File: config.mk
export PLATFORM = sky130hd
export DESIGN_NAME = vrp_div_stage
export DESIGN_NICKNAME = d
export VERILOG_FILES = /design/src/hw/rtl/vertex_rotate_project_core_defines.svh /design/src/hw/rtl/vrp_pkg.sv /design/src/hw/rtl/vrp_div_stage.sv
export SDC_FILE = /design/constraint.sdc
export NUM_CORES = 1
export LEC_CHECK = 0
export BUFFER_PORTS_ARGS = -buffer_cell sky130_fd_sc_hd__buf_2
export CAP_MARGIN = 10
export CORE_ASPECT_RATIO = 0.8
export CORE_MARGIN = 2
export CORE_UTILIZATION = 48
export DETAILED_ROUTE_END_ITERATION = 10
export PLACE_DENSITY = 0.76
export SLEW_MARGIN = 30
export SYNTH_ARGS = -nofsm -noshare
export SYNTH_HDL_FRONTEND = slang
export SYNTH_SLANG_ARGS = --single-unit
File: constraint.sdc
create_clock -name i_clk -period 2.9 [get_ports i_clk]
set_input_delay 0.145 -clock i_clk [delete_from_list [all_inputs] [get_ports i_clk]]
set_output_delay 0.145 -clock i_clk [all_outputs]
set_load 0.01 [all_outputs]
File: src/hw/rtl/vertex_rotate_project_core_defines.svh
// Assertion macros for the vertex rotate/project core.
// Used by files that assert; expects i_clk and i_rst_n in scope.
`ifndef VERTEX_ROTATE_PROJECT_CORE_DEFINES_SVH
`define VERTEX_ROTATE_PROJECT_CORE_DEFINES_SVH
`ifndef ASSERT_OFF
// checked only while out of reset
`define VRP_ASSERT(lbl, prop, msg) \
    lbl: assert property (@(posedge i_clk) disable iff (!i_rst_n) prop) else $error(msg);
// checked on every edge, reset included
`define VRP_ASSERT_RST(lbl, prop, msg) \
    lbl: assert property (@(posedge i_clk) prop) else $error(msg);
`else
`define VRP_ASSERT(lbl, prop, msg)
`define VRP_ASSERT_RST(lbl, prop, msg)
`endif
`endif

File: src/hw/rtl/vrp_pkg.sv
// Shared types and constants for the vertex rotate/project core.
// No dependencies; used by vrp_div_stage and vertex_rotate_project_core.
package vrp_pkg;

    // screen and projection constants
    localparam int VRP_SCREEN_SIZE  = 256;
    localparam int VRP_SCALE_DIV    = 3;
    localparam int VRP_DEPTH_OFFSET = 2;

    // fixed-point formats: trig Q1.14, vertex Q4.12
    localparam int VRP_TRIG_FRAC = 14;
    localparam int VRP_VERT_FRAC = 12;

    // depth after both rotations plus bias (signed), and its positive range
    localparam int VRP_DEPTH_W = 51;
    localparam int VRP_DEN_W   = 50;
    // numerator width before the scale factor is applied
    localparam int VRP_NUM_BASE_W = 52;

    localparam logic [VRP_DEPTH_W-1:0] VRP_DEPTH_BIAS =
        VRP_DEPTH_W'(VRP_DEPTH_OFFSET) << (VRP_VERT_FRAC + 2 * VRP_TRIG_FRAC);

    localparam logic signed [15:0] VRP_TRIG_ONE = 16'sh4000;

    // divider widths for the default screen size
    localparam int VRP_DEF_QUO_W = $clog2(VRP_SCREEN_SIZE + 1) + 1;
    localparam int VRP_DEF_REM_W =
        VRP_NUM_BASE_W + $clog2(VRP_SCREEN_SIZE / VRP_SCALE_DIV + 1);

    // configuration register map
    typedef enum logic [2:0] {
        REG_YAW_COS   = 3'd0,
        REG_YAW_SIN   = 3'd1,
        REG_PITCH_COS = 3'd2,
        REG_PITCH_SIN = 3'd3
    } t_vrp_reg;

    typedef struct packed {
        logic signed [15:0] vertex_x;
        logic signed [15:0] vertex_y;
        logic signed [15:0] vertex_z;
    } t_vrp_vertex;

    typedef struct packed {
        logic [7:0] pixel_col;
        logic [7:0] pixel_row;
        logic       depth_invalid;
    } t_vrp_pixel;

    // per-item status carried through the divider
    typedef struct packed {
        logic inv;
        logic neg_x;
        logic neg_y;
    } t_vrp_flags;

endpackage

File: src/hw/rtl/vrp_div_stage.sv
// One restoring-division step for both screen axes, registered.
// Depends on vrp_pkg for the status struct and default widths.
module vrp_div_stage #(
    parameter int REM_W = vrp_pkg::VRP_DEF_REM_W,
    parameter int DEN_W = vrp_pkg::VRP_DEN_W,
    parameter int QUO_W = vrp_pkg::VRP_DEF_QUO_W,
    parameter int SHIFT = 0
) (
    input  logic                    i_clk,
    input  logic                    i_en,
    input  logic [DEN_W-1:0]        i_den,
    input  vrp_pkg::t_vrp_flags     i_flags,
    input  logic [REM_W-1:0]        i_rem_x,
    input  logic [REM_W-1:0]        i_rem_y,
    input  logic [QUO_W-1:0]        i_quo_x,
    input  logic [QUO_W-1:0]        i_quo_y,
    output logic [DEN_W-1:0]        o_den,
    output vrp_pkg::t_vrp_flags     o_flags,
    output logic [REM_W-1:0]        o_rem_x,
    output logic [REM_W-1:0]        o_rem_y,
    output logic [QUO_W-1:0]        o_quo_x,
    output logic [QUO_W-1:0]        o_quo_y
);

    logic [REM_W-1:0]    w_trial;
    logic                w_ge_x;
    logic                w_ge_y;
    logic [REM_W-1:0]    n_rem_x;
    logic [REM_W-1:0]    n_rem_y;
    logic [QUO_W-1:0]    n_quo_x;
    logic [QUO_W-1:0]    n_quo_y;

    logic [DEN_W-1:0]    r_den;
    vrp_pkg::t_vrp_flags r_flags;
    logic [REM_W-1:0]    r_rem_x;
    logic [REM_W-1:0]    r_rem_y;
    logic [QUO_W-1:0]    r_quo_x;
    logic [QUO_W-1:0]    r_quo_y;

    // divisor aligned to this quotient bit
    assign w_trial = REM_W'(i_den) << SHIFT;

    // compare and conditionally subtract, per axis
    always_comb begin
        w_ge_x  = (i_rem_x >= w_trial);
        w_ge_y  = (i_rem_y >= w_trial);
        n_rem_x = w_ge_x ? (i_rem_x - w_trial) : i_rem_x;
        n_rem_y = w_ge_y ? (i_rem_y - w_trial) : i_rem_y;
        n_quo_x = i_quo_x | (QUO_W'(w_ge_x) << SHIFT);
        n_quo_y = i_quo_y | (QUO_W'(w_ge_y) << SHIFT);
    end

    always_ff @(posedge i_clk) begin
        if (i_en) begin
            r_den   <= i_den;
            r_flags <= i_flags;
            r_rem_x <= n_rem_x;
            r_rem_y <= n_rem_y;
            r_quo_x <= n_quo_x;
            r_quo_y <= n_quo_y;
        end
    end

    assign o_den   = r_den;
    assign o_flags = r_flags;
    assign o_rem_x = r_rem_x;
    assign o_rem_y = r_rem_y;
    assign o_quo_x = r_quo_x;
    assign o_quo_y = r_quo_y;

endmodule

Word level (Yosys, flattened, before mapping)

Index checks and enable logic that the tools add are counted.

Flip-flop bits (word level): 191
Input bits: 193
Output and inout bits: 191
Logic and storage cells: 16

Add/subtract/negate cells: 2
Magnitude comparators: 2
Multiplexer cells: 2
Bitwise gates (word level): 2

Operator list:

| cell             | count |
|---|---|
| $ge A59 B50 Y1   | 2 |
| $mux W59         | 2 |
| $sub A59 B50 Y59 | 2 |
| $or A10 B1 Y10   | 2 |

Logic depth before layout (Yosys ltp)

Gate-level depths: netlist of run 1.

Depth in word-level cells: 2
Gate-level depth with buffers: 14
Gate-level depth less buffers: 14

Worst setup path before layout of run 1

OpenSTA, ideal clock, no wires.

Path kind: input -> register
Start point: in i_rem_x[0]
End point: reg r_rem_x[46] (netlist: o_rem_x[46]), data pin
Setup time: 0.258 ns
Arrival: 2.753 ns
Required time: 2.642 ns
Slack: -0.111 ns
Cell stages on the path: 14
Buffers on the path: 0
Cell sequence: inv_1 ha_1 inv_1 fa_1 a21oi_1 o22ai_1 o31ai_2 nor4_1 a2111o_1 o21a_1 a41o_1 a31oi_1 xor2_1 a21oi_1

Longest elaborated chain between the ends: 2
Elaborated cells on any way between the ends: 3
Classes of those cells: add/sub (1); order compare (1); mux (1)

Ends and longest elaborated chain:

| what                                               | RTL line                                 | RTL |
|---|---|---|
| start, declared                                    | vrp_div_stage.sv:13                      | `input logic [REM_W-1:0] i_rem_x,` |
| $sub A59 B50 Y59 or $ge A59 B50 Y1 (tied branches) | vrp_div_stage.sv:47, vrp_div_stage.sv:45 |  |
| $mux W59 *                                         | vrp_div_stage.sv:47                      | `n_rem_x = w_ge_x ? (i_rem_x - w_trial) : i_rem_x;` |
| named net n_rem_x[46]                              | vrp_div_stage.sv:28                      | `logic [REM_W-1:0] n_rem_x;` |
| end signal, assigned                               | vrp_div_stage.sv:57                      | `r_rem_x <= n_rem_x;` |
| end, declared                                      | vrp_div_stage.sv:35                      | `logic [REM_W-1:0] r_rem_x;` |

Mark *: on every way through the listed nets, which the timed path passes. The rest lies on a longest branch.
A chain may end at the register's enable or synchronous reset.

Worst setup path in the final report of run 1

Start point: in i_den[25]
End point: reg r_rem_y[46] (netlist: o_rem_y[46]), data pin

Longest elaborated chain between the ends: 2
Elaborated cells on any way between the ends: 3
Classes of those cells: add/sub (1); order compare (1); mux (1)

Ends and longest elaborated chain:

| what                                               | RTL line                                 | RTL |
|---|---|---|
| start, declared                                    | vrp_div_stage.sv:11                      | `input logic [DEN_W-1:0] i_den,` |
| $sub A59 B50 Y59 or $ge A59 B50 Y1 (tied branches) | vrp_div_stage.sv:48, vrp_div_stage.sv:46 |  |
| $mux W59 *                                         | vrp_div_stage.sv:48                      | `n_rem_y = w_ge_y ? (i_rem_y - w_trial) : i_rem_y;` |
| named net n_rem_y[46]                              | vrp_div_stage.sv:29                      | `logic [REM_W-1:0] n_rem_y;` |
| end signal, assigned                               | vrp_div_stage.sv:58                      | `r_rem_y <= n_rem_y;` |
| end, declared                                      | vrp_div_stage.sv:36                      | `logic [REM_W-1:0] r_rem_y;` |

Marked as above.

==> results.json, run 1 <==
{
  "regArea_sq_um": 5740,
  "cp_max_fo": 4,
  "ys_warn_count": 0,
  "synth_flop_cell": "edfxtp_1",
  "dieArea_sq_um": 28800,
  "synth_xor_area_frac": 0.0737,
  "timing.final.crit_period_ps": 2840,
  "holdPathStages": 2,
  "yosysUniqueCellTypes": 71,
  "dr.pass1.iters": 6,
  "ys_seq_area_frac": 0.435,
  "synth_top_family_by_area": "compound AO/OA/AOI/OAI gates",
  "sequentialPowerShare": 0.392,
  "finalInstanceArea_sq_um": 19300,
  "p_leak_nw": 8.80,
  "synth_simple_gate_area_frac": 0.134,
  "drt_wl_total_mm": 46.9,
  "area_growth_pct": 46.4,
  "p_int_w": 0.00613,
  "drc": 0,
  "grt_max_degree": 77,
  "end_kind": "register",
  "nets": 2391,
  "htreeDepth": 4,
  "synth_fp_nets": 1654,
  "grt_overflow": 0,
  "antenna_found_initial": 9,
  "synth.avg_cell_area_sq_um": 9.71,
  "drv_cap": 0,
  "synth_fa_ha_area_frac": 0.0979,
  "cts_tree": "yes",
  "clk_pin_slew_ps": 90,
  "cts_sinks": 191,
  "grt_util_all_layers": 0.318,
  "swShare": 0.330,
  "fmax_mhz": 352,
  "synth-seq-cells": 191,
  "portBuffers": 383,
  "drtIter0Drc": 1442,
  "worst_pin_slew_ps": 616,
  "finalSetupViolCount": 0,
  "synth_top_area_frac": 0.435,
  "grt_pass1_wl_mm": 71.2,
  "drive_above_1_share": 0.358,
  "power_frac_comb": 0.348,
  "cp.arrival_ps": 3050,
  "switching_power_w": 0.00302,
  "dp_hpwl_mm": 36.3,
  "synth_edf_count": 191,
  "via_count": 13700,
  "status": "finished, final reports clean",
  "synthesis.area_sq_um": 13200,
  "core-area_sq_um": 27200,
  "root_buffer": "clkbuf_16",
  "min_period_over_period": 0.981,
  "grt_pass1_vias": 13200,
  "start_util": 0.486,
  "path_class": "input pin to register",
  "viasPerCell": 5.53,
  "multi_input_area_sq_um": 7050,
  "cts-buffers-inserted": 17,
  "hold_end": "o_rem_x[31]$_DFFE_PP_",
  "powerDensity_nw_per_um2": 474,
  "routedWlPerCell_um": 18.9,
  "hp-start": "i_rem_x[31]",
  "hold_viol_final": 0,
  "rows": 54,
  "critPathLaunchType": "input pin",
  "cts.path.max_buffers": 2,
  "die_h_um": 152,
  "ios": 384,
  "drv_slew": 0,
  "postSynthCellCount": 1359,
  "drtAntennaViolNets": 0,
  "synth_compound_area_frac": 0.197,
  "ys_top_cells_by_area": "edfxtp_1 43%, ha_1 9.5%, a21oi_1 5.6%",
  "fillers": 2071,
  "required_ps": 3110,
  "hold_class": "input pin to register",
  "yosys.area.top_type": "edfxtp_1",
  "irDropWorstVdd_mv": 0.437,
  "clkPwrFrac": 0.260,
  "max-slew-margin-rel": 0.585,
  "synth_mux_area_frac": 0.0197,
  "finalSetupTns_ps": 0,
  "synthArstFlopShare": 0,
  "die_w_um": 189,
  "place_congestion": 0.966,
  "place_area_sq_um": 17500
}
[synthesized netlist by cell type, types with 4 or more instances]
cell type,number
a211oi_1,8
a21boi_0,5
a21o_1,46
a21oi_1,148
a221o_1,4
a31oi_1,11
and2_1,10
and3_1,11
buf_4,4
buf_6,7
clkbuf_1,41
edfxtp_1,191
ha_1,100
inv_1,75
mux2_2,8
mux2_4,10
nand2_1,140
nand2b_1,15
nand3_1,30
nand4_1,21
nor2_1,100
nor2b_1,7
nor3_1,19
nor4_1,8
o21a_1,18
o21ai_0,102
o21ai_1,9
o21bai_1,18
o31ai_1,6
or2_2,4
or3_1,8
xnor2_1,65
xor2_1,46
[per-layer routing]
metal / GRT usage / share of wire / vias to the layer above
met5: 0 / 0 / -
met4: 0.116 / 0.028 / 0
met3: 0.0456 / 0.088 / 78
met2: 0.482 / 0.44 / 727
met1: 0.464 / 0.44 / 6449
li1: - / - / 6481
[layout by cell type, fill, tap and decap left out, types with 4 or more instances in the layout]
cell and instances:
buf_2 382, buf_4 272, edfxtp_1 191, a21oi_1 143, nand2_1 139, dlygate4sd3_1 112, o21ai_0 100, nor2_1 99
ha_1 99, inv_1 73, xnor2_1 65, a21o_1 46, xor2_1 46, nand3_1 30, nand4_1 21, nor3_1 18
o21bai_1 18, o21a_1 18, clkbuf_16 17, nand2b_1 15, diode_2 10, and2_1 10, and3_1 10, mux2_4 10
a31oi_1 9, o21ai_1 9, or3_1 8, mux2_2 8, nor2b_1 7, nor4_1 7, inv_6 7, a211oi_1 6
buf_12 6, o31ai_1 5, a21oi_2 5, a221o_1 4, a21boi_0 4, or2_2 4, inv_8 4
[worst max-delay path: stages]
cell and delay [ps]:
buf_2 110, inv_1 80, ha_1 350, nand3_1 130, nor3_1 430, buf_4 190
nor2b_1 260, a31oi_2 170, buf_4 170, o21bai_2 160, a211oi_1 100, buf_4 160
o31ai_1 360, xnor2_1 170, o21ai_1 80
[kinds of logic after synthesis]
kind of cell,count (synthesis)
xor+xnor,111
compound gates,420
mux,20
flops,191
buf+inv,130
simple gates,385
fa+ha+maj,102
[flip-flops by register name, summed over array words and instances, names as in the netlist]
| register | cells |
|---|---|
| o_quo_y | 10 |
| o_rem_x | 59 |
| o_rem_y | 59 |
| o_flags | 3 |
| o_quo_x | 10 |
| o_den | 50 |
[power by group through the flow]
stage / clock network [W] / registers [W] / logic, W
3_3_place_gp: 0 / 0.00364 / 0.00290
6_report: 0.00238 / 0.00359 / 0.00319
4_1_cts: 0.00241 / 0.00358 / 0.00308
3_5_place_dp: 0 / 0.00364 / 0.00294
5_1_grt: 0.00251 / 0.00362 / 0.00343
2_1_floorplan: 0 / 0.00383 / 0.00133
[cell type report]
class,count,share of cell area
multi-input cells,1038,0.365
flip-flops and latches,191,0.297
repair buffers,773,0.270
well taps,364,0.0236
clock buffers,18,0.0222
inverters,75,0.0146
clock inverters,14,0.00712
diodes,10,0.00130
[per-stage QoR]
stage               worst slack, ps  utilization  std cells  hold slack, ps  power [W]
detailed placement             -429        0.643       2326             323    0.00658
CTS                            38.1        0.705       2470           0.167    0.00907
floorplan                      8.00            -       1359             244    0.00516
global route                  -41.9        0.711       2482            6.44    0.00955
finish                         55.5        0.711       2483            20.8    0.00915
global placement               -301        0.643       2326             321    0.00653
[how the worst max path moves through the flow]
stage | start | end | slack [ps] | cells past startpoint
after floorplan | i_rem_y[0] | o_rem_y[58]$_DFFE_PP_ | 8 | 14
after CTS | i_rem_y[46] | o_rem_y[54]$_DFFE_PP_ | 40 | 13
after global placement | i_den[1] | o_rem_x[4]$_DFFE_PP_ | -300 | 12
after global routing | i_rem_y[46] | o_rem_y[54]$_DFFE_PP_ | -40 | 12
final | i_den[25] | o_rem_y[46]$_DFFE_PP_ | 60 | 15
after detailed placement | i_den[1] | o_rem_y[54]$_DFFE_PP_ | -430 | 14
[timing repair]
action,4_1_cts,5_1_grt
resized for setup,0,31
setup endpoints to repair,0,91
endpoints found under the hold margin,112,0
hold buffers,112,0
buffers inserted,0,3
Power figures use the tool's default switching activity.
==> inputs of run 2 (changes only) <==
ABC_AREA = 1   (was default)
CORE_UTILIZATION = 51   (was 48)
PLACE_DENSITY = 0.77   (was 0.76)
==> results.json, run 2 <==
{
  "finalNonFillerCells": 3874,
  "synth-seq-cells": 191,
  "cp_cell_sequence": "dlygate4sd3_1 > buf_2 > inv_1 > ha_2 > nand2_1 > nand2_1 > nand2_1 > nand2_1 > clkinv_1 > nand2_2 > a21oi_2 > nor2_1 > nor2_1 > nand2_4 > buf_6 > or2_2",
  "drive_above_1_share": 0.148,
  "start_util": 0.521,
  "final_common_cell": "nand2_1",
  "synth_flop_cell": "edfxtp_1",
  "finalInstanceArea_sq_um": 22100,
  "hold_viol_final": 0,
  "die_w_um": 212,
  "synthesis.area_sq_um": 17600,
  "postSynthCellCount": 2870,
  "yosysMostFrequentCell": "nand2_1",
  "dp_cells": 3719,
  "nets": 3689,
  "synth_fp_nets": 3165,
  "finalSetupViolCount": 0,
  "wl_met3_mm": 10.5,
  "root_buffer": "clkbuf_16",
  "worst_pin_slew_ps": 626,
  "required_ps": 3130,
  "most-common-layout-cells": "1333 x nand2_1, 634 x inv_1, 382 x buf_2",
  "critPathBufInv": 5,
  "grt_pass1_vias": 19000,
  "timing.final.crit_period_ps": 2870,
  "cp.arrival_ps": 3100,
  "ios": 384,
  "grt_util_all_layers": 0.417,
  "area_growth_pct": 25.3,
  "met1Wirelength_mm": 30.5,
  "cts-buffers-inserted": 17,
  "synth_top_family_by_area": "simple AND/OR/NAND/NOR gates",
  "htreeDepth": 4,
  "synthArstFlopShare": 0,
  "drt_wl_total_mm": 76.7,
  "synth_top_area_frac": 0.325,
  "yosysUniqueCellTypes": 27,
  "synth_xor_area_frac": 0.0288,
  "portBuffers": 383,
  "status": "finished, final reports clean",
  "yosys.area.top_type": "edfxtp_1",
  "synth_mux_area_frac": 0,
  "routedWlPerCell_um": 19.8,
  "path_common_cell": "nand2_1",
  "place_congestion": 1.05,
  "crit_path_top_delay_cell": "dlygate4sd3_1",
  "drv_slew": 0,
  "irDropWorstVdd_mv": 0.399,
  "via_count": 20500,
  "synth.avg_cell_area_sq_um": 6.15,
  "die_h_um": 170,
  "grt_pass1_wl_mm": 111,
  "holdPathStages": 3,
  "drc": 0,
  "dieArea_sq_um": 36100,
  "path_class": "input pin to register",
  "synth_compound_area_frac": 0.0216,
  "critPathLaunchType": "input pin",
  "dp_hpwl_mm": 61.3,
  "routed-wl-met2_mm": 32.5,
  "fmax_mhz": 348,
  "min_period_over_period": 0.990,
  "grt_overflow": 0,
  "max-slew-margin-rel": 0.583,
  "powerDensity_nw_per_um2": 431,
  "cts_tree": "yes",
  "clk_pin_slew_ps": 80,
  "synth_commonest_cells": "1335 x nand2_1, 634 x inv_1, 191 x edfxtp_1",
  "synth_fa_ha_area_frac": 0.0732,
  "synth_simple_gate_area_frac": 0.402,
  "hold_class": "input pin to register",
  "drtIter0Drc": 2691,
  "cts_sinks": 191,
  "hp-start": "i_rem_x[42]",
  "routed.top_layer": "met5",
  "drtAntennaViolNets": 0,
  "fin_util": 0.653,
  "path_delay_family": "simple AND/OR/NAND/NOR gates",
  "place_area_sq_um": 20200,
  "ys_warn_count": 0,
  "end_kind": "register",
  "dr.pass1.iters": 6,
  "grt_max_degree": 67,
  "ys_top_cells_by_area": "edfxtp_1 32%, nand2_1 28%, inv_1 13%",
  "core-area_sq_um": 33900,
  "cp_max_fo": 30,
  "synth_edf_count": 191,
  "drv_cap": 0,
  "cpPeakStageDelay_ps": 550,
  "cts.path.max_buffers": 2,
  "viasPerCell": 5.29,
  "hold_end": "o_rem_x[42]$_DFFE_PP_",
  "p_leak_nw": 12.7,
  "rsz0062_at_grt": "yes",
  "antenna_found_initial": 5,
  "ys_seq_area_frac": 0.325,
  "rows": 60
}
## run 2: cell types whose count changed after synthesis, moves of 46 or more
| cell | previous run | this run |
|---|---|---|
| a21o_1 | 46 | 0 |
| a21oi_1 | 148 | 68 |
| inv_1 | 75 | 634 |
| nand2_1 | 140 | 1335 |
| nand3_1 | 30 | 120 |
| nor2_1 | 100 | 177 |
| o21ai_0 | 102 | 7 |
| xnor2_1 | 65 | 0 |
## run 2: repair_timing
action / in CTS / in global routing
hold buffers: 121 / 0
buffers inserted: 0 / 0
endpoints found under the hold margin: 121 / 0
setup endpoints to repair: 0 / 60
gates resized for setup: 0 / 15
## run 2: cell families (layout without fill, tap and decap cells)
| kind of cell | Yosys count | count (layout) |
|---|---|---|
| AND/OR/NAND/NOR | 1760 | 1760 |
| buffers and inverters | 683 | 1220 |
| flip-flops | 191 | 191 |
| adder cells (fa/ha/maj) | 102 | 102 |
| AO/OA/AOI/OAI | 76 | 76 |
| XOR/XNOR | 58 | 58 |
| other | 0 | 2 |
## run 2: how the worst max path moves through the flow
stage | from | end | slack, ps | cells past startpoint
after global routing | i_den[46] | o_quo_x[0]$_DFFE_PP_ | -8 | 14
final | i_den[40] | o_quo_x[0]$_DFFE_PP_ | 30 | 16
after global placement | i_den[48] | o_quo_x[0]$_DFFE_PP_ | 20 | 11
after detailed placement | i_den[43] | o_rem_x[43]$_DFFE_PP_ | 40 | 16
after floorplan | i_den[27] | o_rem_x[10]$_DFFE_PP_ | 940 | 17
after CTS | i_den[45] | o_quo_x[0]$_DFFE_PP_ | 20 | 14
## run 2: per-layer routing
metal | up-vias | GRT usage
met2 | 1414 | 0.638
met1 | 9194 | 0.554
met5 | - | 0
met4 | 4 | 0.152
li1 | 9640 | -
met3 | 223 | 0.131
## run 2: layout make-up
cell class / instances / area (sq um)
fill: 3065 / 11800
inverter: 661 / 2480
clock inverter: 14 / 168
multi-input combinational: 1996 / 9320
timing repair buffer: 527 / 3390
sequential: 191 / 5740
clock buffer: 18 / 429
antenna: 2 / 5.00
tap: 465 / 582
## run 2: metrics by stage
step                power, W  worst slack, ps  hold slack [ps]  TNS [ps]
floorplan            0.00545              942              244         0
global placement     0.00674             15.6              321         0
detailed placement   0.00678             35.6              324         0
CTS                  0.00933             17.0            0.458         0
global route         0.00991            -7.63            0.251     -7.63
finish               0.00954             29.5             3.08         0
## run 2: report_power, final
| group | switching [W] | internal, W |
|---|---|---|
| combinational | 0.00227 | 0.00117 |
| sequential | 0.000144 | 0.00347 |
| clock | 0.00132 | 0.00117 |
| total | 0.00373 | 0.00580 |
